## config.mk

```make
export PLATFORM = sky130hd
export DESIGN_NAME = midi_track_event_parser_flat
export DESIGN_NICKNAME = d
export VERILOG_FILES = /design/src/rtl/mtep_pkg.sv /design/src/rtl/mtep_if.sv /design/src/rtl/mtep_result_queue.sv /design/src/rtl/midi_track_event_parser.sv /design/src/flat_wrapper.sv
export VERILOG_INCLUDE_DIRS = /design/src /design/src/rtl
export SDC_FILE = /design/constraint.sdc
export NUM_CORES = 2
export LEC_CHECK = 0
export ABC_AREA = 0
export ABC_CLOCK_PERIOD_IN_PS = 43700
export BUFFER_PORTS_ARGS = -buffer_cell sky130_fd_sc_hd__buf_2
export CAP_MARGIN = 10
export CORE_MARGIN = 2
export CORE_UTILIZATION = 35
export DETAILED_ROUTE_END_ITERATION = 8
export PLACE_DENSITY_LB_ADDON = 0.05
export SLEW_MARGIN = 30
export SYNTH_ARGS = -nofsm -noshare
export SYNTH_HDL_FRONTEND = slang
export SYNTH_HIERARCHICAL = 1
export SYNTH_SLANG_ARGS = --single-unit
export TNS_END_PERCENT = 100
```

## constraint.sdc

```tcl
create_clock -name clk -period 43.7 [get_ports clk]
set_clock_uncertainty 0.2 [all_clocks]
set_input_delay 4.37 -clock clk [delete_from_list [all_inputs] [get_ports clk]]
set_output_delay 4.37 -clock clk [all_outputs]
set_load 0.02 [all_outputs]
```

## src/rtl/midi_track_event_parser_defines.svh

```systemverilog
// Assertion macros shared by the track parser RTL.
// No dependencies; included by files that carry concurrent checks.
`ifndef MIDI_TRACK_EVENT_PARSER_DEFINES_SVH
`define MIDI_TRACK_EVENT_PARSER_DEFINES_SVH

// same-cycle implication, disabled in reset
`define MTEP_ASSERT_NOW(lbl, ante, cons, msg) \
  lbl: assert property (@(posedge clk) disable iff (rst) (ante) |-> (cons)) else $error(msg);

// next-cycle implication, disabled in reset
`define MTEP_ASSERT_NEXT(lbl, ante, cons, msg) \
  lbl: assert property (@(posedge clk) disable iff (rst) (ante) |=> (cons)) else $error(msg);

`endif

```

## src/rtl/mtep_pkg.sv

```systemverilog
// Types and constants for the MIDI track event parser.
// No dependencies; used by every other file of the block but the assertion macro header.
package mtep_pkg;

  localparam int MAX_TRACKS = 256;
  localparam int TRACK_W    = 8;
  localparam int TICK_W     = 52;
  localparam int VLQ_W      = 28;
  localparam int VLQ_CNT_W  = 3;
  localparam int NOTE_W     = 25;
  localparam int TEMPO_W    = 24;
  localparam int MASK_W     = 16;

  localparam logic [VLQ_CNT_W-1:0] VLQ_MAX_BYTES = 3'd4;

  localparam logic [7:0] STATUS_META      = 8'hFF;
  localparam logic [7:0] STATUS_SYSEX     = 8'hF0;
  localparam logic [7:0] STATUS_SYSEX_ESC = 8'hF7;
  localparam logic [7:0] STATUS_SYSTEM    = 8'hF0;
  localparam logic [7:0] META_TEMPO       = 8'h51;
  localparam logic [7:0] META_PORT        = 8'h21;
  localparam logic [7:0] META_END         = 8'h2F;
  localparam logic [7:0] PROGRAM_NONE     = 8'hFF;

  localparam logic [3:0] CH_NOTE_ON  = 4'h9;
  localparam logic [3:0] CH_PROGRAM  = 4'hC;
  localparam logic [3:0] CH_PRESSURE = 4'hD;

  localparam int APB_ADDR_W = 3;
  localparam int APB_DATA_W = 32;
  localparam int REG_IDX_W  = APB_ADDR_W - 2;
  localparam logic [REG_IDX_W-1:0] REG_TRACK_NUMBER = 1'b0;

  localparam int QUEUE_DEPTH = 4;
  localparam int QPTR_W      = 2;
  localparam int QCNT_W      = 3;

  typedef enum logic [1:0] {
    KIND_CHANNEL = 2'd0,
    KIND_TEMPO   = 2'd1,
    KIND_END     = 2'd2,
    KIND_ERROR   = 2'd3
  } kind_t;

  typedef enum logic [3:0] {
    ERR_NONE      = 4'd0,
    ERR_TRUNCATED = 4'd1,
    ERR_ORPHAN    = 4'd2,
    ERR_LONG_VLQ  = 4'd3,
    ERR_BAD_TEMPO = 4'd4,
    ERR_PORT      = 4'd5,
    ERR_BAD_END   = 4'd6,
    ERR_SYSTEM    = 4'd7,
    ERR_DATA_HIGH = 4'd8,
    ERR_NO_END    = 4'd9
  } error_t;

  typedef enum logic [9:0] {
    ST_DELTA     = 10'b00_0000_0001,
    ST_STATUS    = 10'b00_0000_0010,
    ST_DATA1     = 10'b00_0000_0100,
    ST_DATA2     = 10'b00_0000_1000,
    ST_DATA2_BAD = 10'b00_0001_0000,
    ST_META_TYPE = 10'b00_0010_0000,
    ST_LENGTH    = 10'b00_0100_0000,
    ST_PAYLOAD   = 10'b00_1000_0000,
    ST_DONE      = 10'b01_0000_0000,
    ST_HALT      = 10'b10_0000_0000
  } stage_t;

  typedef struct packed {
    kind_t                result_kind;
    logic [TICK_W-1:0]    event_tick;
    logic [TRACK_W-1:0]   track_index;
    logic [7:0]           status_byte;
    logic [6:0]           data_first;
    logic [6:0]           data_second;
    logic [TEMPO_W-1:0]   tempo_value;
    error_t               error_code;
    logic [MASK_W-1:0]    channels_used;
    logic [NOTE_W-1:0]    note_on_count;
    logic signed [7:0]    first_program;
    logic                 last;
  } result_t;

  typedef struct packed {
    logic first;
    logic second;
  } push_t;

  typedef struct packed {
    logic not_empty;
    logic room_for_two;
  } queue_status_t;

endpackage

```

## src/rtl/mtep_if.sv

```systemverilog
// Handshake channels of the track parser: raw bytes in, results out.
// Depends on mtep_pkg for field widths.
interface mtep_data_if;
  logic       valid;
  logic       ready;
  logic [7:0] data_byte;
  logic       first_byte;
  logic       last_byte;

  modport source (output valid, data_byte, first_byte, last_byte, input ready);
  modport sink   (input valid, data_byte, first_byte, last_byte, output ready);
endinterface

interface mtep_result_if;
  logic                            valid;
  logic                            ready;
  logic [1:0]                      result_kind;
  logic [mtep_pkg::TICK_W-1:0]     event_tick;
  logic [mtep_pkg::TRACK_W-1:0]    track_index;
  logic [7:0]                      status_byte;
  logic [6:0]                      data_first;
  logic [6:0]                      data_second;
  logic [mtep_pkg::TEMPO_W-1:0]    tempo_value;
  logic [3:0]                      error_code;
  logic [mtep_pkg::MASK_W-1:0]     channels_used;
  logic [mtep_pkg::NOTE_W-1:0]     note_on_count;
  logic signed [7:0]               first_program;
  logic                            last;

  modport source (output valid, result_kind, event_tick, track_index, status_byte,
                  data_first, data_second, tempo_value, error_code, channels_used,
                  note_on_count, first_program, last, input ready);
  modport sink   (input valid, result_kind, event_tick, track_index, status_byte,
                  data_first, data_second, tempo_value, error_code, channels_used,
                  note_on_count, first_program, last, output ready);
endinterface

```

## src/rtl/mtep_result_queue.sv

```systemverilog
// Four-entry result queue: up to two writes and one read per cycle.
// Depends on mtep_pkg for result_t, push_t and queue sizing.
module mtep_result_queue (
  input  logic                    clk,
  input  logic                    rst,
  input  mtep_pkg::push_t         push,
  input  mtep_pkg::result_t       wdata0,
  input  mtep_pkg::result_t       wdata1,
  input  logic                    pop,
  output mtep_pkg::result_t       head,
  output mtep_pkg::queue_status_t status
);

  mtep_pkg::result_t                entries [mtep_pkg::QUEUE_DEPTH];
  logic [mtep_pkg::QPTR_W-1:0]      wr_ptr;
  logic [mtep_pkg::QPTR_W-1:0]      rd_ptr;
  logic [mtep_pkg::QCNT_W-1:0]      count;
  logic [mtep_pkg::QPTR_W-1:0]      wr_ptr_next;
  logic [mtep_pkg::QPTR_W-1:0]      wr_ptr_plus1;
  logic [mtep_pkg::QCNT_W-1:0]      count_next;
  logic [mtep_pkg::QCNT_W-1:0]      push_n;

  assign wr_ptr_plus1 = mtep_pkg::QPTR_W'(wr_ptr + 1'b1);
  assign push_n = mtep_pkg::QCNT_W'(push.first) + mtep_pkg::QCNT_W'(push.second);

  always_comb begin
    wr_ptr_next = mtep_pkg::QPTR_W'(wr_ptr + push_n[mtep_pkg::QPTR_W-1:0]);
    count_next  = mtep_pkg::QCNT_W'(count + push_n - mtep_pkg::QCNT_W'(pop));
  end

  always_ff @(posedge clk) begin
    if (push.first) begin
      entries[wr_ptr] <= wdata0;
    end
    if (push.second) begin
      entries[wr_ptr_plus1] <= wdata1;
    end
  end

  always_ff @(posedge clk) begin
    if (rst) begin
      wr_ptr <= '0;
      rd_ptr <= '0;
      count  <= '0;
    end else begin
      wr_ptr <= wr_ptr_next;
      count  <= count_next;
      if (pop) begin
        rd_ptr <= mtep_pkg::QPTR_W'(rd_ptr + 1'b1);
      end
    end
  end

  assign head                = entries[rd_ptr];
  assign status.not_empty    = (count != '0);
  assign status.room_for_two = (count <= mtep_pkg::QCNT_W'(mtep_pkg::QUEUE_DEPTH - 2));

endmodule

```

## src/rtl/midi_track_event_parser.sv

```systemverilog
// Top level of the MIDI track event parser: byte decoder, track state, APB register.
// Depends on mtep_pkg, mtep_if, mtep_result_queue and the assertion macro header.
//
// Takes one MTrk chunk body byte per cycle and emits channel, tempo, end-of-track
// and error results with per-track statistics. Each accepted byte is decoded combinationally
// and yields zero, one or two results, which go into a four-entry result queue;
// a byte is accepted whenever two queue entries are free, so the sustained rate is one
// byte per cycle as long as results are taken about as fast as they are produced.
// A byte with first_byte set clears all track state before it is decoded. After an
// error or end-of-track, bytes are ignored until the next first_byte. Register 0
// (byte address 0) holds track_number and should only be written while idle.
`include "midi_track_event_parser_defines.svh"

module midi_track_event_parser (
  input  logic                             clk,
  input  logic                             rst,
  mtep_data_if.sink                        data_ch,
  mtep_result_if.source                    result_ch,
  input  logic                             psel,
  input  logic                             penable,
  input  logic                             pwrite,
  input  logic [mtep_pkg::APB_ADDR_W-1:0]  paddr,
  input  logic [mtep_pkg::APB_DATA_W-1:0]  pwdata,
  output logic [mtep_pkg::APB_DATA_W-1:0]  prdata,
  output logic                             pready
);

  // track state
  mtep_pkg::stage_t                   stage, stage_next;
  logic [mtep_pkg::TICK_W-1:0]        tick, tick_next;
  logic [7:0]                         running_status, running_status_next;
  logic [mtep_pkg::VLQ_W-1:0]         vlq_acc, vlq_acc_next;
  logic [mtep_pkg::VLQ_CNT_W-1:0]     vlq_cnt, vlq_cnt_next;
  logic [7:0]                         cur_status, cur_status_next;
  logic [7:0]                         meta_type, meta_type_next;
  logic [mtep_pkg::VLQ_W-1:0]         payload_rem, payload_rem_next;
  logic [mtep_pkg::TEMPO_W-1:0]       payload_shift, payload_shift_next;
  logic [6:0]                         held_data, held_data_next;
  logic [mtep_pkg::MASK_W-1:0]        chan_mask, chan_mask_next;
  logic [mtep_pkg::NOTE_W-1:0]        note_count, note_count_next;
  logic [7:0]                         program_seen, program_seen_next;
  mtep_pkg::error_t                   pending_error, pending_error_next;
  logic [mtep_pkg::TRACK_W-1:0]       track_number;

  // present values after an optional first_byte clear
  mtep_pkg::stage_t                   c_stage;
  logic [mtep_pkg::TICK_W-1:0]        c_tick;
  logic [7:0]                         c_running_status;
  logic [mtep_pkg::VLQ_W-1:0]         c_vlq_acc;
  logic [mtep_pkg::VLQ_CNT_W-1:0]     c_vlq_cnt;
  logic [7:0]                         c_cur_status;
  logic [7:0]                         c_meta_type;
  logic [mtep_pkg::VLQ_W-1:0]         c_payload_rem;
  logic [mtep_pkg::TEMPO_W-1:0]       c_payload_shift;
  logic [6:0]                         c_held_data;
  logic [mtep_pkg::MASK_W-1:0]        c_chan_mask;
  logic [mtep_pkg::NOTE_W-1:0]        c_note_count;
  logic [7:0]                         c_program_seen;
  mtep_pkg::error_t                   c_pending_error;

  logic [7:0]                         d;
  logic                               accept;
  logic [mtep_pkg::VLQ_W-1:0]         vlq_shift;
  logic [mtep_pkg::VLQ_W-1:0]         delta_vlq;
  logic [mtep_pkg::VLQ_CNT_W-1:0]     vlq_cnt_inc;
  logic [mtep_pkg::VLQ_W-1:0]         rem_dec;
  logic [mtep_pkg::TEMPO_W-1:0]       shift_in;

  logic                               ch_go;
  logic [7:0]                         ch_status;
  logic [6:0]                         ch_a;
  logic [6:0]                         ch_b;
  logic                               fd_go;
  logic [7:0]                         fd_status;
  logic                               fin_go;
  logic [mtep_pkg::TEMPO_W-1:0]       fin_shift;
  mtep_pkg::error_t                   fin_pend;
  logic                               fail_go;
  mtep_pkg::error_t                   fail_code;
  logic                               tempo_go;
  logic                               end_go;
  logic                               a_valid;
  logic                               lb_err;
  mtep_pkg::error_t                   lb_code;
  logic [mtep_pkg::TRACK_W-1:0]       track_idx;

  mtep_pkg::result_t                  res_base, res_a, res_b;
  mtep_pkg::result_t                  wdata0, wdata1, head;
  mtep_pkg::push_t                    push;
  mtep_pkg::queue_status_t            q_stat;
  logic                               pop;
  logic                               cfg_write;

  assign d      = data_ch.data_byte;
  assign accept = data_ch.valid && data_ch.ready;

  assign track_idx = ({1'b0, track_number} >= 9'(mtep_pkg::MAX_TRACKS)) ?
                     mtep_pkg::TRACK_W'(mtep_pkg::MAX_TRACKS - 1) : track_number;

  always_comb begin
    if (data_ch.first_byte) begin
      c_stage          = mtep_pkg::ST_DELTA;
      c_tick           = '0;
      c_running_status = '0;
      c_vlq_acc        = '0;
      c_vlq_cnt        = '0;
      c_cur_status     = '0;
      c_meta_type      = '0;
      c_payload_rem    = '0;
      c_payload_shift  = '0;
      c_held_data      = '0;
      c_chan_mask      = '0;
      c_note_count     = '0;
      c_program_seen   = mtep_pkg::PROGRAM_NONE;
      c_pending_error  = mtep_pkg::ERR_NONE;
    end else begin
      c_stage          = stage;
      c_tick           = tick;
      c_running_status = running_status;
      c_vlq_acc        = vlq_acc;
      c_vlq_cnt        = vlq_cnt;
      c_cur_status     = cur_status;
      c_meta_type      = meta_type;
      c_payload_rem    = payload_rem;
      c_payload_shift  = payload_shift;
      c_held_data      = held_data;
      c_chan_mask      = chan_mask;
      c_note_count     = note_count;
      c_program_seen   = program_seen;
      c_pending_error  = pending_error;
    end
  end

  assign vlq_shift   = {c_vlq_acc[mtep_pkg::VLQ_W-8:0], d[6:0]};
  assign delta_vlq   = {((c_vlq_cnt == '0) ? '0 : c_vlq_acc[mtep_pkg::VLQ_W-8:0]), d[6:0]};
  assign vlq_cnt_inc = mtep_pkg::VLQ_CNT_W'(c_vlq_cnt + 1'b1);
  assign rem_dec     = (c_payload_rem != '0) ? mtep_pkg::VLQ_W'(c_payload_rem - 1'b1) : '0;
  assign shift_in    = {c_payload_shift[mtep_pkg::TEMPO_W-9:0], d};

  always_comb begin
    stage_next          = c_stage;
    tick_next           = c_tick;
    running_status_next = c_running_status;
    vlq_acc_next        = c_vlq_acc;
    vlq_cnt_next        = c_vlq_cnt;
    cur_status_next     = c_cur_status;
    meta_type_next      = c_meta_type;
    payload_rem_next    = c_payload_rem;
    payload_shift_next  = c_payload_shift;
    held_data_next      = c_held_data;
    chan_mask_next      = c_chan_mask;
    note_count_next     = c_note_count;
    program_seen_next   = c_program_seen;
    pending_error_next  = c_pending_error;

    ch_go     = 1'b0;
    ch_status = c_cur_status;
    ch_a      = '0;
    ch_b      = '0;
    fd_go     = 1'b0;
    fd_status = c_cur_status;
    fin_go    = 1'b0;
    fin_shift = c_payload_shift;
    fin_pend  = c_pending_error;
    fail_go   = 1'b0;
    fail_code = mtep_pkg::ERR_NONE;
    tempo_go  = 1'b0;
    end_go    = 1'b0;

    case (c_stage)
      mtep_pkg::ST_DELTA: begin
        if (!d[7]) begin
          vlq_cnt_next = '0;
          vlq_acc_next = '0;
          tick_next    = mtep_pkg::TICK_W'(c_tick + mtep_pkg::TICK_W'(delta_vlq));
          stage_next   = mtep_pkg::ST_STATUS;
        end else if (vlq_cnt_inc >= mtep_pkg::VLQ_MAX_BYTES) begin
          vlq_cnt_next = '0;
          vlq_acc_next = delta_vlq;
          fail_go      = 1'b1;
          fail_code    = mtep_pkg::ERR_LONG_VLQ;
        end else begin
          vlq_cnt_next = vlq_cnt_inc;
          vlq_acc_next = delta_vlq;
        end
      end
      mtep_pkg::ST_STATUS: begin
        if (!d[7]) begin
          if (c_running_status == '0) begin
            fail_go   = 1'b1;
            fail_code = mtep_pkg::ERR_ORPHAN;
          end else begin
            cur_status_next = c_running_status;
            fd_go           = 1'b1;
            fd_status       = c_running_status;
          end
        end else if (d == mtep_pkg::STATUS_META || d == mtep_pkg::STATUS_SYSEX ||
                     d == mtep_pkg::STATUS_SYSEX_ESC) begin
          running_status_next = '0;
          cur_status_next     = d;
          meta_type_next      = '0;
          vlq_acc_next        = '0;
          vlq_cnt_next        = '0;
          stage_next = (d == mtep_pkg::STATUS_META) ? mtep_pkg::ST_META_TYPE
                                                    : mtep_pkg::ST_LENGTH;
        end else if (d >= mtep_pkg::STATUS_SYSTEM) begin
          fail_go   = 1'b1;
          fail_code = mtep_pkg::ERR_SYSTEM;
        end else begin
          running_status_next = d;
          cur_status_next     = d;
          stage_next          = mtep_pkg::ST_DATA1;
        end
      end
      mtep_pkg::ST_DATA1: begin
        fd_go = 1'b1;
      end
      mtep_pkg::ST_DATA2, mtep_pkg::ST_DATA2_BAD: begin
        if (c_stage == mtep_pkg::ST_DATA2_BAD || d[7]) begin
          fail_go   = 1'b1;
          fail_code = mtep_pkg::ERR_DATA_HIGH;
        end else begin
          ch_go = 1'b1;
          ch_a  = c_held_data;
          ch_b  = d[6:0];
        end
      end
      mtep_pkg::ST_META_TYPE: begin
        meta_type_next = d;
        vlq_acc_next   = '0;
        vlq_cnt_next   = '0;
        stage_next     = mtep_pkg::ST_LENGTH;
      end
      mtep_pkg::ST_LENGTH: begin
        if (!d[7]) begin
          vlq_cnt_next       = '0;
          vlq_acc_next       = '0;
          payload_shift_next = '0;
          payload_rem_next   = vlq_shift;
          pending_error_next = mtep_pkg::ERR_NONE;
          if (c_cur_status == mtep_pkg::STATUS_META) begin
            if (c_meta_type == mtep_pkg::META_TEMPO && vlq_shift != 28'd3) begin
              pending_error_next = mtep_pkg::ERR_BAD_TEMPO;
            end else if (c_meta_type == mtep_pkg::META_PORT && vlq_shift != 28'd1) begin
              pending_error_next = mtep_pkg::ERR_PORT;
            end else if (c_meta_type == mtep_pkg::META_END && vlq_shift != '0) begin
              pending_error_next = mtep_pkg::ERR_BAD_END;
            end
          end
          if (vlq_shift == '0) begin
            fin_go    = 1'b1;
            fin_shift = '0;
            fin_pend  = pending_error_next;
          end else begin
            stage_next = mtep_pkg::ST_PAYLOAD;
          end
        end else if (vlq_cnt_inc >= mtep_pkg::VLQ_MAX_BYTES) begin
          vlq_cnt_next = '0;
          vlq_acc_next = vlq_shift;
          fail_go      = 1'b1;
          fail_code    = mtep_pkg::ERR_LONG_VLQ;
        end else begin
          vlq_cnt_next = vlq_cnt_inc;
          vlq_acc_next = vlq_shift;
        end
      end
      mtep_pkg::ST_PAYLOAD: begin
        payload_shift_next = shift_in;
        payload_rem_next   = rem_dec;
        if (rem_dec == '0) begin
          fin_go    = 1'b1;
          fin_shift = shift_in;
          fin_pend  = c_pending_error;
        end
      end
      default: begin
      end
    endcase

    // first data byte of a channel event
    if (fd_go) begin
      if (fd_status[7:4] == mtep_pkg::CH_PROGRAM || fd_status[7:4] == mtep_pkg::CH_PRESSURE) begin
        if (d[7]) begin
          fail_go   = 1'b1;
          fail_code = mtep_pkg::ERR_DATA_HIGH;
        end else begin
          ch_go = 1'b1;
          ch_a  = d[6:0];
          ch_b  = '0;
        end
      end else begin
        held_data_next = d[6:0];
        stage_next     = d[7] ? mtep_pkg::ST_DATA2_BAD : mtep_pkg::ST_DATA2;
      end
      ch_status = fd_status;
    end

    if (ch_go) begin
      chan_mask_next = c_chan_mask | (mtep_pkg::MASK_W'(1) << ch_status[3:0]);
      if (ch_status[7:4] == mtep_pkg::CH_NOTE_ON && ch_b != '0 && c_note_count != '1) begin
        note_count_next = mtep_pkg::NOTE_W'(c_note_count + 1'b1);
      end
      if (ch_status[7:4] == mtep_pkg::CH_PROGRAM && c_program_seen == mtep_pkg::PROGRAM_NONE) begin
        program_seen_next = {1'b0, ch_a};
      end
      stage_next = mtep_pkg::ST_DELTA;
    end

    if (fin_go) begin
      stage_next = mtep_pkg::ST_DELTA;
      if (c_cur_status == mtep_pkg::STATUS_META) begin
        if (fin_pend != mtep_pkg::ERR_NONE) begin
          fail_go   = 1'b1;
          fail_code = fin_pend;
        end else if (c_meta_type == mtep_pkg::META_TEMPO) begin
          if (fin_shift == '0) begin
            fail_go   = 1'b1;
            fail_code = mtep_pkg::ERR_BAD_TEMPO;
          end else begin
            tempo_go = 1'b1;
          end
        end else if (c_meta_type == mtep_pkg::META_PORT) begin
          if (fin_shift != '0) begin
            fail_go   = 1'b1;
            fail_code = mtep_pkg::ERR_PORT;
          end
        end else if (c_meta_type == mtep_pkg::META_END) begin
          end_go     = 1'b1;
          stage_next = mtep_pkg::ST_DONE;
        end
      end
    end

    if (fail_go) begin
      stage_next = mtep_pkg::ST_HALT;
    end

    a_valid = ch_go || tempo_go || end_go || fail_go;

    lb_err  = data_ch.last_byte && stage_next != mtep_pkg::ST_DONE &&
              stage_next != mtep_pkg::ST_HALT;
    lb_code = (stage_next == mtep_pkg::ST_DELTA && vlq_cnt_next == '0) ?
              mtep_pkg::ERR_NO_END : mtep_pkg::ERR_TRUNCATED;
    if (lb_err) begin
      stage_next = mtep_pkg::ST_HALT;
    end
  end

  // result assembly
  always_comb begin
    res_base.result_kind   = mtep_pkg::KIND_CHANNEL;
    res_base.event_tick    = tick_next;
    res_base.track_index   = track_idx;
    res_base.status_byte   = '0;
    res_base.data_first    = '0;
    res_base.data_second   = '0;
    res_base.tempo_value   = '0;
    res_base.error_code    = mtep_pkg::ERR_NONE;
    res_base.channels_used = chan_mask_next;
    res_base.note_on_count = note_count_next;
    res_base.first_program = program_seen_next;
    res_base.last          = 1'b1;

    res_a = res_base;
    if (fail_go) begin
      res_a.result_kind = mtep_pkg::KIND_ERROR;
      res_a.error_code  = fail_code;
    end else if (tempo_go) begin
      res_a.result_kind = mtep_pkg::KIND_TEMPO;
      res_a.tempo_value = fin_shift;
    end else if (end_go) begin
      res_a.result_kind = mtep_pkg::KIND_END;
    end else begin
      res_a.status_byte = ch_status;
      res_a.data_first  = ch_a;
      res_a.data_second = ch_b;
    end
    res_a.last = !lb_err;

    res_b             = res_base;
    res_b.result_kind = mtep_pkg::KIND_ERROR;
    res_b.error_code  = lb_code;

    if (a_valid) begin
      push.first  = accept;
      push.second = accept && lb_err;
      wdata0      = res_a;
      wdata1      = res_b;
    end else begin
      push.first  = accept && lb_err;
      push.second = 1'b0;
      wdata0      = res_b;
      wdata1      = res_b;
    end
  end

  always_ff @(posedge clk) begin
    if (rst) begin
      stage          <= mtep_pkg::ST_DELTA;
      tick           <= '0;
      running_status <= '0;
      vlq_acc        <= '0;
      vlq_cnt        <= '0;
      cur_status     <= '0;
      meta_type      <= '0;
      payload_rem    <= '0;
      payload_shift  <= '0;
      held_data      <= '0;
      chan_mask      <= '0;
      note_count     <= '0;
      program_seen   <= mtep_pkg::PROGRAM_NONE;
      pending_error  <= mtep_pkg::ERR_NONE;
    end else if (accept) begin
      stage          <= stage_next;
      tick           <= tick_next;
      running_status <= running_status_next;
      vlq_acc        <= vlq_acc_next;
      vlq_cnt        <= vlq_cnt_next;
      cur_status     <= cur_status_next;
      meta_type      <= meta_type_next;
      payload_rem    <= payload_rem_next;
      payload_shift  <= payload_shift_next;
      held_data      <= held_data_next;
      chan_mask      <= chan_mask_next;
      note_count     <= note_count_next;
      program_seen   <= program_seen_next;
      pending_error  <= pending_error_next;
    end
  end

  // configuration register
  assign cfg_write = psel && penable && pwrite && pready &&
                     (paddr[mtep_pkg::APB_ADDR_W-1:2] == mtep_pkg::REG_TRACK_NUMBER);

  always_ff @(posedge clk) begin
    if (rst) begin
      track_number <= '0;
    end else if (cfg_write) begin
      track_number <= pwdata[mtep_pkg::TRACK_W-1:0];
    end
  end

  assign pready = 1'b1;
  assign prdata = (paddr[mtep_pkg::APB_ADDR_W-1:2] == mtep_pkg::REG_TRACK_NUMBER) ?
                  mtep_pkg::APB_DATA_W'(track_number) : '0;

  mtep_result_queue u_queue (
    .clk    (clk),
    .rst    (rst),
    .push   (push),
    .wdata0 (wdata0),
    .wdata1 (wdata1),
    .pop    (pop),
    .head   (head),
    .status (q_stat)
  );

  assign data_ch.ready = q_stat.room_for_two && !rst;
  assign pop           = result_ch.valid && result_ch.ready;

  assign result_ch.valid         = q_stat.not_empty;
  assign result_ch.result_kind   = head.result_kind;
  assign result_ch.event_tick    = head.event_tick;
  assign result_ch.track_index   = head.track_index;
  assign result_ch.status_byte   = head.status_byte;
  assign result_ch.data_first    = head.data_first;
  assign result_ch.data_second   = head.data_second;
  assign result_ch.tempo_value   = head.tempo_value;
  assign result_ch.error_code    = head.error_code;
  assign result_ch.channels_used = head.channels_used;
  assign result_ch.note_on_count = head.note_on_count;
  assign result_ch.first_program = head.first_program;
  assign result_ch.last          = head.last;

  `MTEP_ASSERT_NOW(a_halt_silent, (accept && stage == mtep_pkg::ST_HALT && !data_ch.first_byte), (!push.first), "halted parser produced a result")
  `MTEP_ASSERT_NOW(a_pair_last, (push.second), (push.first && !wdata0.last && wdata1.last), "result pair has wrong last marking")
  `MTEP_ASSERT_NEXT(a_tick_hold, (!accept), ($stable(tick)), "tick changed without an accepted item")
  `MTEP_ASSERT_NEXT(a_mask_grow, (accept && !data_ch.first_byte), ((chan_mask & $past(chan_mask)) == $past(chan_mask)), "channel mask lost a bit within a track")

endmodule
```

## src/flat_wrapper.sv

```systemverilog
// flat-port wrapper written by rule: the top's interface ports become plain ports
module midi_track_event_parser_flat 
  (clk, rst, psel, penable, pwrite, paddr, pwdata, prdata, pready, data_ch_valid, data_ch_data_byte, data_ch_first_byte, data_ch_last_byte, data_ch_ready, result_ch_valid, result_ch_result_kind, result_ch_event_tick, result_ch_track_index, result_ch_status_byte, result_ch_data_first, result_ch_data_second, result_ch_tempo_value, result_ch_error_code, result_ch_channels_used, result_ch_note_on_count, result_ch_first_program, result_ch_last, result_ch_ready);
  mtep_data_if data_ch_i ();
  mtep_result_if result_ch_i ();
  input  logic clk;
  input  logic rst;
  input  logic psel;
  input  logic penable;
  input  logic pwrite;
  input  logic [mtep_pkg::APB_ADDR_W-1:0] paddr;
  input  logic [mtep_pkg::APB_DATA_W-1:0] pwdata;
  output logic [mtep_pkg::APB_DATA_W-1:0] prdata;
  output logic pready;
  input wire logic [$bits(data_ch_i.valid)-1:0] data_ch_valid;
  input wire logic [$bits(data_ch_i.data_byte)-1:0] data_ch_data_byte;
  input wire logic [$bits(data_ch_i.first_byte)-1:0] data_ch_first_byte;
  input wire logic [$bits(data_ch_i.last_byte)-1:0] data_ch_last_byte;
  output wire logic [$bits(data_ch_i.ready)-1:0] data_ch_ready;
  output wire logic [$bits(result_ch_i.valid)-1:0] result_ch_valid;
  output wire logic [$bits(result_ch_i.result_kind)-1:0] result_ch_result_kind;
  output wire logic [$bits(result_ch_i.event_tick)-1:0] result_ch_event_tick;
  output wire logic [$bits(result_ch_i.track_index)-1:0] result_ch_track_index;
  output wire logic [$bits(result_ch_i.status_byte)-1:0] result_ch_status_byte;
  output wire logic [$bits(result_ch_i.data_first)-1:0] result_ch_data_first;
  output wire logic [$bits(result_ch_i.data_second)-1:0] result_ch_data_second;
  output wire logic [$bits(result_ch_i.tempo_value)-1:0] result_ch_tempo_value;
  output wire logic [$bits(result_ch_i.error_code)-1:0] result_ch_error_code;
  output wire logic [$bits(result_ch_i.channels_used)-1:0] result_ch_channels_used;
  output wire logic [$bits(result_ch_i.note_on_count)-1:0] result_ch_note_on_count;
  output wire logic [$bits(result_ch_i.first_program)-1:0] result_ch_first_program;
  output wire logic [$bits(result_ch_i.last)-1:0] result_ch_last;
  input wire logic [$bits(result_ch_i.ready)-1:0] result_ch_ready;
  assign data_ch_i.valid = data_ch_valid;
  assign data_ch_i.data_byte = data_ch_data_byte;
  assign data_ch_i.first_byte = data_ch_first_byte;
  assign data_ch_i.last_byte = data_ch_last_byte;
  assign data_ch_ready = data_ch_i.ready;
  assign result_ch_valid = result_ch_i.valid;
  assign result_ch_result_kind = result_ch_i.result_kind;
  assign result_ch_event_tick = result_ch_i.event_tick;
  assign result_ch_track_index = result_ch_i.track_index;
  assign result_ch_status_byte = result_ch_i.status_byte;
  assign result_ch_data_first = result_ch_i.data_first;
  assign result_ch_data_second = result_ch_i.data_second;
  assign result_ch_tempo_value = result_ch_i.tempo_value;
  assign result_ch_error_code = result_ch_i.error_code;
  assign result_ch_channels_used = result_ch_i.channels_used;
  assign result_ch_note_on_count = result_ch_i.note_on_count;
  assign result_ch_first_program = result_ch_i.first_program;
  assign result_ch_last = result_ch_i.last;
  assign result_ch_i.ready = result_ch_ready;
  midi_track_event_parser u_core (.clk(clk), .rst(rst), .data_ch(data_ch_i), .result_ch(result_ch_i), .psel(psel), .penable(penable), .pwrite(pwrite), .paddr(paddr), .pwdata(pwdata), .prdata(prdata), .pready(pready));
endmodule
```

Yosys cells after proc, flatten, opt, wreduce, memory -nomap -nowiden

Memories as Yosys holds them, arrays and structs flattened. A register that Yosys moved wholly into a read port is not among the register bits.
Index checks and enable logic that the tools add are counted.

Flip-flop bits (word level): 244
Bits in latches: 0
Bits in writable memories: 648
Bits in read-only memories: 0
Input port bits: 52
Output and inout port bits: 197
Word-level logic and storage cells: 274
Memories: 1

Memory list:

| name                   | words | width | rd ports | clocked after memory_dff | wr ports | RTL line                | RTL |
|---|---|---|---|---|---|---|---|
| u_core.u_queue.entries | 4     | 162   | 1        | 1                        | 2        | mtep_result_queue.sv:14 | `mtep_pkg::result_t entries [mtep_pkg::QUEUE_DEPTH];` |

$add $sub $neg: 10
Multiply operators: 0
Divide/modulo/power cells: 0
Magnitude comparators: 3
Equality and inequality tests: 26
Shift-type cells: 1
Mux-type cells: 174
Bitwise operators: 2
Reductions and logical operators: 39

Operators with widths:

| operator                | count |
|---|---|
| $mux W28                | 8 |
| $mux W10                | 17 |
| $mux W8                 | 21 |
| $mux W162               | 1 |
| $mux W52                | 3 |
| $mux W24                | 6 |
| $pmux W28 S4            | 1 |
| $mux W4                 | 25 |
| $mux W7                 | 14 |
| $pmux W24 S2            | 2 |
| $mux W25                | 3 |
| $logic_not A28 Y1       | 2 |
| $pmux W28 S2            | 1 |
| $reduce_bool A28 Y1     | 2 |
| $add A52 B28 Y52        | 1 |
| $mux W46                | 1 |
| $mux W22                | 2 |
| $mux W1                 | 42 |
| $eq A8 B8 Y1 const B    | 5 |
| $pmux W10 S4            | 1 |
| $mux W16                | 2 |
| $ne A28 B1 Y1 const B   | 1 |
| $ne A28 B2 Y1 const B   | 1 |
| $sub A28 B1 Y28 const B | 1 |
| 48 further kinds        | 92 |

Logic depth before layout (Yosys ltp)

Depth after elaboration: 24
Depth in mapped cells: 30
Mapped depth without buffers: 23

By module

Netlist, hierarchy kept.

Modules (own cells, without submodules):

| module                  | instances | cells each | area each (µm²) | seq. area each (µm²) |
|---|---|---|---|---|
| mtep_result_queue       | 1         | 1616       | 32220.9         | 19638.8 |
| midi_track_event_parser | 1         | 2086       | 15461.1         | 4604.4 |

Worst setup path before layout

Ideal clock, no wire load.

Path type: in2reg
Start point: input data_ch_first_byte
End point: memory u_core/u_queue/entries[2][0] (netlist name), enable pin
Library setup time: 0.908 ns
Data arrival time: 20.484 ns
Data required time: 42.592 ns
Setup slack: 22.108 ns
Stages: 21
Buffers on the path: 5
Cells stage by stage: inv_1 > clkbuf_1 > clkbuf_1 > buf_1 > clkbuf_1 > clkbuf_1 > nand2_1 > ha_1 > and2_1 > a31o_1 > or4_4 > nor4b_4 > nand4_4 > a21oi_4 > o21ai_2 > a211oi_4 > mux2i_2 > a41oi_2 > a21oi_1 > nand2b_1 > o21ai_0

RTL lines:

| what               | RTL line                | RTL |
|---|---|---|
| start: declaration | flat_wrapper.sv:17      | `input wire logic [$bits(data_ch_i.first_byte)-1:0] data_ch_first_byte;` |
| end: declaration   | mtep_result_queue.sv:14 |  |

==> metrics.md <==
| Metric | Value |
|---|---|
| CTS Sinks | `887` |
| Worst Setup Start Kind | `primary input` |
| CTS clk-pin slew, worst paths | `50 ps` |
| Avg WL per Cell | `23.19 um` |
| Setup CP Type | `in2reg` |
| Ratio of cells with drive above 1 in the final layout | `31.37%` |
| CTS tree | `yes` |
| Yosys cell types | `102` |
| Max Clock Freq | `0.07922 GHz` |
| Synth warn | `6` |
| GRT overflow | `0` |
| End-of-flow core utilization | `40.29%` |
| Register Area | `0.02425 mm^2` |
| Initial DRC Count | `1882` |
| RSZ-0062 raised after global routing | `false` |
| CP required | `43960 ps` |
| Max_cap viols | `0` |
| CP dominant cell by count | `buf_4` |
| Critical path cell sequence | `buf_6, buf_4, buf_4, o21ai_1, nor2_2, buf_4, nand3_1, nand2_1, o21ai_0, or4_2, nand2_1, nor2_2, nor3_1, nand3b_1, buf_4, buf_6, mux2_4` |
| IO Pins | `249` |
| Cts hold-fix bufs | `0` |
| Ant diodes | `0` |
| Cell Area, Placed | `0.05101 mm^2` |
| Post-CTS Resized | `0` |
| Detailed Route WL | `137200 um` |
| Vias in the first global route | `31079` |
| Placer Congestion | `0.8030` |
| Setup WS pre-CTS | `30010 ps` |
| Ranking of synthesized cells by area | `edfxtp_1 41%, mux2_2 12%, dfxtp_1 10%, mux4_2 7.7%, mux2_4 4.7%` |
| Rows | `135` |
| Post-synth top area share | `40.81%` |
| Worst setup margin | `31080 ps` |
| Netlist Area Pre-Place | `0.04768 mm^2` |
| Final Critical Period | `12620 ps` |
| Commonest cells after routing, fill and taps aside | `648 x edfxtp_1, 507 x mux2_2, 260 x nand2_1` |
| Core area | `0.1353 mm^2` |
| PD cells | `41.31 mW/mm^2` |
| Pin slew with the least headroom to its limit | `1033 ps` |
| Drt first pass iters | `5` |
| Max-slew violation count | `0` |
| VDD IR-drop max | `0.03154 mV` |
| Die width | `373.1 um` |
| Seq cells post-synth | `887` |
| CP Capture Type | `flop` |
| Mapped Avg Cell Area | `12.88 um^2` |
| Multi-input gate area | `0.02271 mm^2` |
| Initial antenna violation count | `6` |
| Total CTS buffers | `108` |
| GRT Total Usage | `19.46%` |
| First-pass GRT wire length | `206300 um` |
| Asr flop ratio synth | `0%` |
| CTS max path bufs | `3` |
| Die area | `0.1392 mm^2` |
| Die Height | `373.1 um` |
| Fill count | `12916` |
| Post-synth EDFFs | `648` |
| Initial core utilization | `35.24%` |
| Synth Flop Type | `edfxtp_1` |
| Skew-Pair Late Insertion Delay | `730 ps` |
| Status | `finished, final reports clean` |
| Leakage | `0.02051 uW` |
| Hold Fails Final Rpt | `0` |
| Post-route ant nets | `0` |
| Number of H-tree levels | `3` |
| Final worst-path cycle share | `28.88%` |
| Setup tns final | `0 ps` |
| Hold Path Class | `reg2reg` |
| WP data arrival | `12880 ps` |
| DRC Markers | `0` |
| Post-Layout Inst Area | `0.05451 mm^2` |
| Cells after synthesis | `3702` |
| IO Port Bufs | `197` |
| Vias after detailed routing | `30942` |
| Cell taking the most area after synthesis | `edfxtp_1` |
| Register area share after synthesis | `50.84%` |
| Commonest non-fill, non-tap cell in the layout | `edfxtp_1` |
| Post-layout nets | `4133` |
| DR vias/cell | `5.228` |
| Layout area overhead | `14.33%` |
| Detailed-placement wirelength estimate | `82570 um` |
| Crit path largest cell delay | `990 ps` |
| Post-CTS Setup Bufs | `0` |
| Final setup violating endpoints | `0` |
| Largest net degree at the start of global routing | `105` |
| Crit-path max FO | `64` |
| Slew headroom | `31.10%` |
| Slowest-stage cell, CP | `or4_2` |
| Clock root buffer | `clkbuf_16` |
-- through the flow --
stage	cells	power, uW	hold WS, ps
after CTS	5918	2295	250.6
after floorplan	3933	1264	229.5
final	5919	2252	248.1
after global routing	5919	2347	272.0
after global placement	5713	1400	239.9
after detailed placement	5713	1401	241.3
-- area by class of cell --
type                            instances  area share, %
Clock buffer                          174          5.860
Clock inverter                         31         0.4889
Inverter                               65         0.4476
Multi-Input combinational cell       2711          41.66
Sequential cell                       887          44.49
Tap cell                             1781          4.088
Timing Repair Buffer                  270          2.975
-- sequential cells by signal, summed over array words and instances, names as in the netlist, named ones only --
register	count
u_core/chan_mask	16
u_core/cur_status	8
u_core/held_data	7
u_core/meta_type	8
u_core/note_count	25
u_core/payload_rem	28
u_core/payload_shift	24
u_core/pending_error	4
u_core/program_seen	8
u_core/running_status	8
u_core/stage	10
u_core/tick	52
u_core/track_idx	8
u_core/u_queue/count	3
u_core/u_queue/entries	648
u_core/u_queue/rd_ptr	2
u_core/u_queue/wr_ptr	2
u_core/vlq_acc	21
u_core/vlq_cnt	3
-- metal layers --
metal | wire length [um] | global-route usage [%] | part of all wire [%]
met4 | 3066 | 4.909 | 2.2
met1 | 64290 | 26.80 | 47
met3 | 5118 | 3.207 | 3.7
met5 | 45 | 0 | 0.033
met2 | 64710 | 31.82 | 47
-- worst max-delay path: cells and delay by family --
family | cells | cell delay, ps
AOI/OAI and AO/OA | 2 | 630
buffers and inverters | 6 | 3010
muxes | 1 | 400
and+or+nand+nor | 8 | 4230
-- synthesized netlist by cell type, types with 16 or more instances --
cell      instances
a22oi_1          30
inv_1            64
o22ai_1          21
mux2_4          149
and2_1           36
nor3_1           47
clkbuf_1        120
nor4_1           28
a31oi_1          16
a22o_1           74
edfxtp_1        648
buf_1            18
nor3b_1          16
xnor2_1          56
mux2_2          507
a21o_1           32
o31ai_1          46
a21oi_1         146
xor2_1           26
dfxtp_1         239
and3_1           28
nand2_1         262
o21ai_0         136
ha_1             36
nand3_1         116
nor2b_1          70
buf_6            37
buf_4            33
buf_2            62
nor2_1          189
mux4_2          162
nand4_1          24
-- cell families after synthesis --
logic type | synth area share [%]
and+or+nand+nor | 9.478
buffers and inverters | 3.642
muxes | 24.74
adders and majority gates | 1.029
xor gates and xnor gates | 1.553
DFF | 50.84
AOI/OAI and AO/OA | 8.696
other | 0.01575
-- where the power goes --
part / switching, uW / total, uW / internal (uW)
sequential: 17.8 / 940 / 922
combinational: 266 / 432 / 166
clock: 365 / 880 / 515
total: 648 / 2250 / 1600
-- worst paths after layout --
path	slack, ps	startpoint	depth (start not counted)	to
max	31080	data_ch_first_byte	17	u_core/u_queue/entries[3][120]
min	250	u_core/tick[13]	2	u_core/tick[13]
max reg2reg	35240	u_core/payload_rem[0]	19	u_core/u_queue/entries[3][120]
min reg2reg	250	u_core/tick[13]	2	u_core/tick[13]
Note: power is estimated with default switching activity, not from simulation.
